$ cat config.mk
export PLATFORM = sky130hd
export DESIGN_NAME = rbst_div_lane
export DESIGN_NICKNAME = d
export VERILOG_FILES = /design/src/rtl/core/rbst_pkg.sv /design/src/rtl/core/rbst_div_lane.sv
export SDC_FILE = /design/constraint.sdc
export NUM_CORES = 2
export LEC_CHECK = 0
export BUFFER_PORTS_ARGS = -buffer_cell sky130_fd_sc_hd__buf_2
export CAP_MARGIN = 40
export CORE_MARGIN = 2
export CORE_UTILIZATION = 55
export CTS_BUF_LIST = sky130_fd_sc_hd__clkbuf_16
export DETAILED_ROUTE_END_ITERATION = 8
export PLACE_DENSITY = 0.82
export SYNTH_ARGS = -nofsm -noshare
export SYNTH_HDL_FRONTEND = slang
export SYNTH_SLANG_ARGS = --single-unit
$ cat constraint.sdc
create_clock -name clock -period 5.3 [get_ports clock]
set_clock_uncertainty 0.1 [all_clocks]
set_input_delay 0.53 -clock clock [delete_from_list [all_inputs] [get_ports clock]]
set_output_delay 0.53 -clock clock [all_outputs]
set_load 0.02 [all_outputs]
$ cat src/rtl/core/rbst_pkg.sv
// ----------------------------------------------------------------------------
// rbst_pkg
// Shared types and constants of the ray / box slab test.
// ----------------------------------------------------------------------------
package rbst_pkg;

   localparam int COORD_W     = 16;
   localparam int DIFF_W      = COORD_W + 1;
   localparam int T_W         = 32;
   localparam int T_FRAC_DEF  = 16;
   localparam int NUM_REGS    = 6;
   localparam int REG_IDX_W   = 3;

   localparam logic [REG_IDX_W-1:0] REG_ORIGIN_X = 3'd0;
   localparam logic [REG_IDX_W-1:0] REG_ORIGIN_Y = 3'd1;
   localparam logic [REG_IDX_W-1:0] REG_ORIGIN_Z = 3'd2;
   localparam logic [REG_IDX_W-1:0] REG_TARGET_X = 3'd3;
   localparam logic [REG_IDX_W-1:0] REG_TARGET_Y = 3'd4;
   localparam logic [REG_IDX_W-1:0] REG_TARGET_Z = 3'd5;

   typedef logic signed [COORD_W-1:0] coord_type;
   typedef logic signed [T_W-1:0]     t_type;

   localparam t_type T_MAX = {1'b0, {(T_W-1){1'b1}}};
   localparam t_type T_MIN = {1'b1, {(T_W-1){1'b0}}};

   typedef struct packed {
      coord_type box_min_x;
      coord_type box_min_y;
      coord_type box_min_z;
      coord_type box_max_x;
      coord_type box_max_y;
      coord_type box_max_z;
   } req_type;

   typedef struct packed {
      logic  hit;
      t_type t_enter;
      t_type t_exit;
   } rsp_type;

   // per-axis side information for a zero direction component
   typedef struct packed {
      logic zero_dir;
      logic in_slab;
   } axis_flag_type;

endpackage

$ cat src/rtl/core/rbst_div_lane.sv
// ----------------------------------------------------------------------------
// rbst_div_lane
// Pipelined restoring divider, one quotient bit per stage, with a signed
// Q16.16 (default T_FRAC_BITS) saturating output register.
// ----------------------------------------------------------------------------
module rbst_div_lane #(
   parameter int T_FRAC_BITS = rbst_pkg::T_FRAC_DEF
) (
   input  logic                       clock,
   input  logic [rbst_pkg::DIFF_W-1:0] num_mag,
   input  logic                       num_neg,
   input  logic [rbst_pkg::DIFF_W-1:0] den_mag,
   input  logic                       den_neg,
   output rbst_pkg::t_type            quot
);
   import rbst_pkg::*;

   localparam int QW = DIFF_W + T_FRAC_BITS;
   localparam int EW = (QW > T_W + 1) ? QW : T_W + 1;
   localparam logic [EW-1:0] POS_LIM = EW'({1'b0, {(T_W-1){1'b1}}});
   localparam logic [EW-1:0] NEG_LIM = EW'({1'b1, {(T_W-1){1'b0}}});

   logic [DIFF_W-1:0] rem_ff [QW];
   logic [DIFF_W-1:0] rem_in [QW];
   logic [QW-1:0]     quo_ff [QW];
   logic [QW-1:0]     quo_in [QW];
   logic              neg_ff [QW];
   logic              neg_in [QW];

   for (genvar s = 0; s < QW; s++) begin : g_stage
      logic [DIFF_W-1:0] rem_src;
      logic [QW-1:0]     quo_src;
      logic              neg_src;
      logic [DIFF_W:0]   trial;

      if (s == 0) begin : g_first
         assign rem_src = '0;
         assign quo_src = {num_mag, {T_FRAC_BITS{1'b0}}};
         assign neg_src = num_neg ^ den_neg;
      end else begin : g_next
         assign rem_src = rem_ff[s-1];
         assign quo_src = quo_ff[s-1];
         assign neg_src = neg_ff[s-1];
      end

      assign trial = {rem_src, quo_src[QW-1]};

      always_comb begin
         neg_in[s] = neg_src;
         if (trial >= {1'b0, den_mag}) begin
            rem_in[s] = DIFF_W'(trial - {1'b0, den_mag});
            quo_in[s] = {quo_src[QW-2:0], 1'b1};
         end else begin
            rem_in[s] = trial[DIFF_W-1:0];
            quo_in[s] = {quo_src[QW-2:0], 1'b0};
         end
      end

      always_ff @(posedge clock) begin
         rem_ff[s] <= rem_in[s];
         quo_ff[s] <= quo_in[s];
         neg_ff[s] <= neg_in[s];
      end
   end

   logic [EW-1:0] q_ext;
   logic [EW-1:0] q_neg;
   t_type         quot_ff;
   t_type         quot_in;

   assign q_ext = EW'(quo_ff[QW-1]);
   assign q_neg = EW'(0) - q_ext;

   always_comb begin
      if (neg_ff[QW-1]) begin
         quot_in = (q_ext > NEG_LIM) ? T_MIN : t_type'(q_neg[T_W-1:0]);
      end else begin
         quot_in = (q_ext > POS_LIM) ? T_MAX : t_type'(q_ext[T_W-1:0]);
      end
   end

   always_ff @(posedge clock) begin
      quot_ff <= quot_in;
   end

   assign quot = quot_ff;

endmodule

* After elaboration in Yosys (flattened, before gate mapping)
Memories as Yosys holds them, arrays and structs flattened.
Cells that the tools add are included.
** Storage, ports and cells
- Flip-flop bits (word level) :: 32
- Memories :: 3
- Bits in writable memories :: 1683
- Output and inout bits :: 32
- Input bits :: 37
** Operators by class
- Magnitude comparators :: 35
- Bitwise operators :: 1
- $add $sub $neg :: 34
- Multiplexer cells :: 69
** Memory list
- quo_ff :: words 33, width 33, rd ports 33, clocked after memory_dff 0, write ports 33, line rbst_div_lane.sv:25 : logic [QW-1:0] quo_ff [QW];
- rem_ff :: words 33, width 17, rd ports 32, clocked after memory_dff 0, write ports 33, line rbst_div_lane.sv:23 : logic [DIFF_W-1:0] rem_ff [QW];
- neg_ff :: words 33, width 1, rd ports 33, clocked after memory_dff 0, write ports 33, line rbst_div_lane.sv:27 : logic neg_ff [QW];
** Operators by type and width (number)
- $ge 18x17->1 :: 32
- $mux 17 :: 33
- $sub 17x17->17 :: 32
- $mux 32 :: 3
- $gt 33x31->1 const B :: 1
- $gt 33x32->1 const B :: 1
- $mux 1 :: 33
- $sub 1x32->32 const A :: 1
- $ge 1x17->1 :: 1
- $sub 1x17->17 :: 1
- $xor 1x1->1 :: 1

* Depth between registers and ports, before layout
An unclocked memory read counts as a cell.
- Depth in word-level cells :: 4
- Mapped depth :: 14

* Least setup slack after synthesis
No wires, ideal clock.
- Path type :: input to register
- From :: in den_mag[1] (netlist bit)
- To :: mem rem_ff[0][537] (netlist bit)
- Cell stages on the path :: 11
- Setup slack :: 1.069 ns
- Arrival :: 4.011 ns
- Path buffers :: 2
- Path through :: inv_1 -> ha_1 -> ha_1 -> and3_1 -> o311ai_0 -> a21oi_1 -> o21ai_0 -> a22o_1 -> clkbuf_1 -> buf_2 -> mux2_2
** RTL lines
- start: declaration :: line rbst_div_lane.sv:12 : input logic [rbst_pkg::DIFF_W-1:0] den_mag,
- end: declaration :: line rbst_div_lane.sv:23

==> results.md <==
* Vias at 43200
* Crit-path max FO at 23
* Iter 0 DRT Violations at between 3000 and 4000
* Clk buf depth at 3
* Port bufs at 68
* Setup TNS at 0 ns
* Final Hold Vio Count at 0
* # Post-CTS Setup Buffers at 0
* WP data arrival at 4.05 ns
* Global-route wire length before repair at 209 mm
* Mapped cell area at between 0.05 and 0.06 sq mm
* Initial antenna violation count at 0
* Slew Limit Fails at 0
* Vias in the first global route at 41800
* # IOs at slightly below 70
* WP buf/inv at 2
* Clock Tree Root: clkbuf_16
* Synth cell types at 85
* Fraction of registers with async set/reset at 0%
* CP Capture Type: register
* Crit-path max cell delay at approximately 0.70 ns
* CTS resizes at 0
* Hold slack final at 0.200 ns
* Die area at 0.107 sq mm
* Core Region at 0.104 sq mm
* PwrDens at approximately 620 mW/mm^2
* Layout cell share with drive strength beyond 1 at between 10% and 20%
* Post-Syn Instances at 5853
* Routed Antenna Nets at 0
* Maximum VDD drop at 0.371 mV
* Die Y-Extent at 328 microns
* TritonCTS clock tree: built
* Final period util at approximately two thirds
* Initial Util at 55.6%
* Most frequent cells in the layout: dfxtp_1, a21oi_1, ha_1, nand2_1, nor2_1
* Routed wire length at 130 mm
* Clk sinks at 1306
* H-tree Lvls at 4
* FILL cells at between 8000 and 9000
* Post-DP HPWL at 91.4 mm
* Crit-path slowest cell: a22o_1
* Seq/Total Area, Yosys at 45.3%
* Required @ worst endpoint at 5.84 ns
* Main synth FF type: dfxtp_1
* Max-Cap Viols at 0
* Worst slew pin tran at approximately 0.95 ns
* Layout area overhead at 12.1%
* RSZ-0062 raised after global routing: no
* Layout Nets at 6614
* Seq cells post-synth at 1306
* Clk_lat worst skew at 0.76 ns
* Crit path cell chain: buf_2, inv_2, ha_1, nor2b_1, o21ai_0, nand2b_1, o311ai_0, a21oi_1, o21ai_0, a22o_1, mux2_2
* Post-route DRC at 0
* Final setup fails at 0
* Run status: finished, final reports clean
* Number of buffers created by CTS at 135
* Vias/cell at approximately 5.8
* Commonest non-fill, non-tap cell in the layout: dfxtp_1
* Die width at 328 microns
* EDFF count, synth at 0
* Global route total overflow at 0
* Pleak at about 28 nW
* CP most frequent cell: o21ai_0
* Fmax at 0.285 GHz
* Final setup margin at 1.79 ns
* CP delay by family, top: compound AO/OA/AOI/OAI gates
* Fin crit period at 3.51 ns
* Syn Area/Cell at 9.85 sq um
* Clock Pin Slew Worst Setup and Hold Paths at 0.07 ns
* Total power at 40.1 mW
* Pin count of the biggest net entering global routing at 50
* Rows at 118
* Worst relative slew slack at 36.5%
* Hold/Removal Path Class: register to register
* Number of iterations in the first detailed-routing pass at 6
* Critical path launch point type: primary input
* Final RePlAce weighted congestion at 0.935
* Drt wl/cell at 17.3 microns
* Gr usage total at a little under a quarter
* Post-synth net total at 6468
* Crit path kind: primary input to register
* Synth warn at 0
* DP Worst Slack at 1.09 ns
==> power breakdown <==
group          total, mW  leakage, nW  internal, mW  switching, mW
sequential          14.2         10.8          12.7           1.49
clock               9.35         2.25          5.26           4.09
combinational       16.5         15.0          7.57           8.97
total               40.1         28.1          25.5           14.5
==> cell usage after synthesis (18+ instances only) <==
master | count | area, sq um
a211oi_1 | 55 | 413
a21o_1 | 178 | 1340
a21oi_1 | 573 | 2870
a31oi_1 | 52 | 325
and3_1 | 33 | 206
buf_1 | 18 | 67.6
buf_2 | 20 | 100
clkbuf_1 | 103 | 387
dfxtp_1 | 1306 | 26100
fa_1 | 31 | 621
ha_1 | 547 | 6840
inv_1 | 155 | 582
mux2_2 | 239 | 2690
nand2_1 | 411 | 1540
nand2b_1 | 82 | 513
nand3_1 | 104 | 521
nand4_1 | 96 | 601
nor2_1 | 403 | 1510
nor2b_1 | 60 | 375
nor3_1 | 68 | 340
nor4_1 | 20 | 125
o211ai_1 | 29 | 218
o21a_1 | 59 | 443
o21ai_0 | 388 | 1940
o21ai_1 | 19 | 95.1
o21bai_1 | 53 | 398
o31ai_1 | 31 | 233
or2_2 | 19 | 119
or3_1 | 23 | 144
xnor2_1 | 242 | 2120
xor2_1 | 169 | 1480
==> worst reg2reg max path: stages (launching register included) <==
cell and delay (ns):
dfxtp_1 0.31, inv_1 0.05, ha_1 0.14, inv_1 0.06, fa_1 0.43, a211oi_1 0.24
o21bai_1 0.11, a21oi_1 0.35, a2111oi_0 0.18, nor3_1 0.31, or2_1 0.58, buf_4 0.30
o21ai_0 0.11
==> repair_timing <==
action / CTS / global route
hold endpoints to repair: 18 / 0
hold buffers: 19 / 0
endpoints found under the setup margin: 0 / 0
==> logic make-up (layout without fill, tap and decap cells) <==
family          Yosys count  count (layout)  share of synthesized area, %
mux                     257             257                          4.98
buf+inv                 299             556                          2.02
xor+xnor                411             411                          6.24
simple gates           1381            1381                          11.3
flops                  1306            1306                          45.3
other cells               0               2                             0
compound gates         1621            1621                          17.2
fa+ha+maj               578             578                          12.9
==> routing by layer <==
layer,GRT usage (%),wire [microns]
met3,3.53,7290
met1,29.6,55900
met4,10.6,5490
met5,0,0
met2,40.5,61200
==> per-stage QoR <==
stage          utilization [%]  instances  area, sq um
4_1_cts                   62.3       7490        64700
3_3_place_gp              57.6       7214        59800
2_1_floorplan                -       5853        57700
3_5_place_dp              57.8       7223        60000
5_1_grt                   62.3       7490        64700
6_report                  62.3       7492        64700
==> sequential cells by signal, indices dropped and copies added, names as in the netlist <==
name / count
neg_ff: 33
quo_ff: 697
quot: 32
rem_ff: 544
==> final timing paths <==
| kind | start | endpoint | slack [ns] | depth (start not counted) |
|---|---|---|---|---|
| worst min register to register | quo_ff[3][259] | quo_ff[4][29] | 0.20 | 0 |
| worst max register to register | quo_ff[0][197] | rem_ff[0][106] | 1.88 | 12 |
| worst max-delay path | den_mag[2] | rem_ff[0][537] | 1.79 | 11 |
| worst min-delay path | quo_ff[3][259] | quo_ff[4][29] | 0.20 | 0 |
==> cell type report <==
type	instances	area, sq um	area share, %
timing repair buffer	152	1240	1.92
antenna	2	5.00	0.00774
sequential	1306	26100	40.4
multi-input combinational	4248	30500	47.1
inverter	156	586	0.905
clock buffer	135	3380	5.22
clock inverter	113	1140	1.76
tap	1380	1730	2.67
Note: power is estimated with default switching activity, not from simulation.
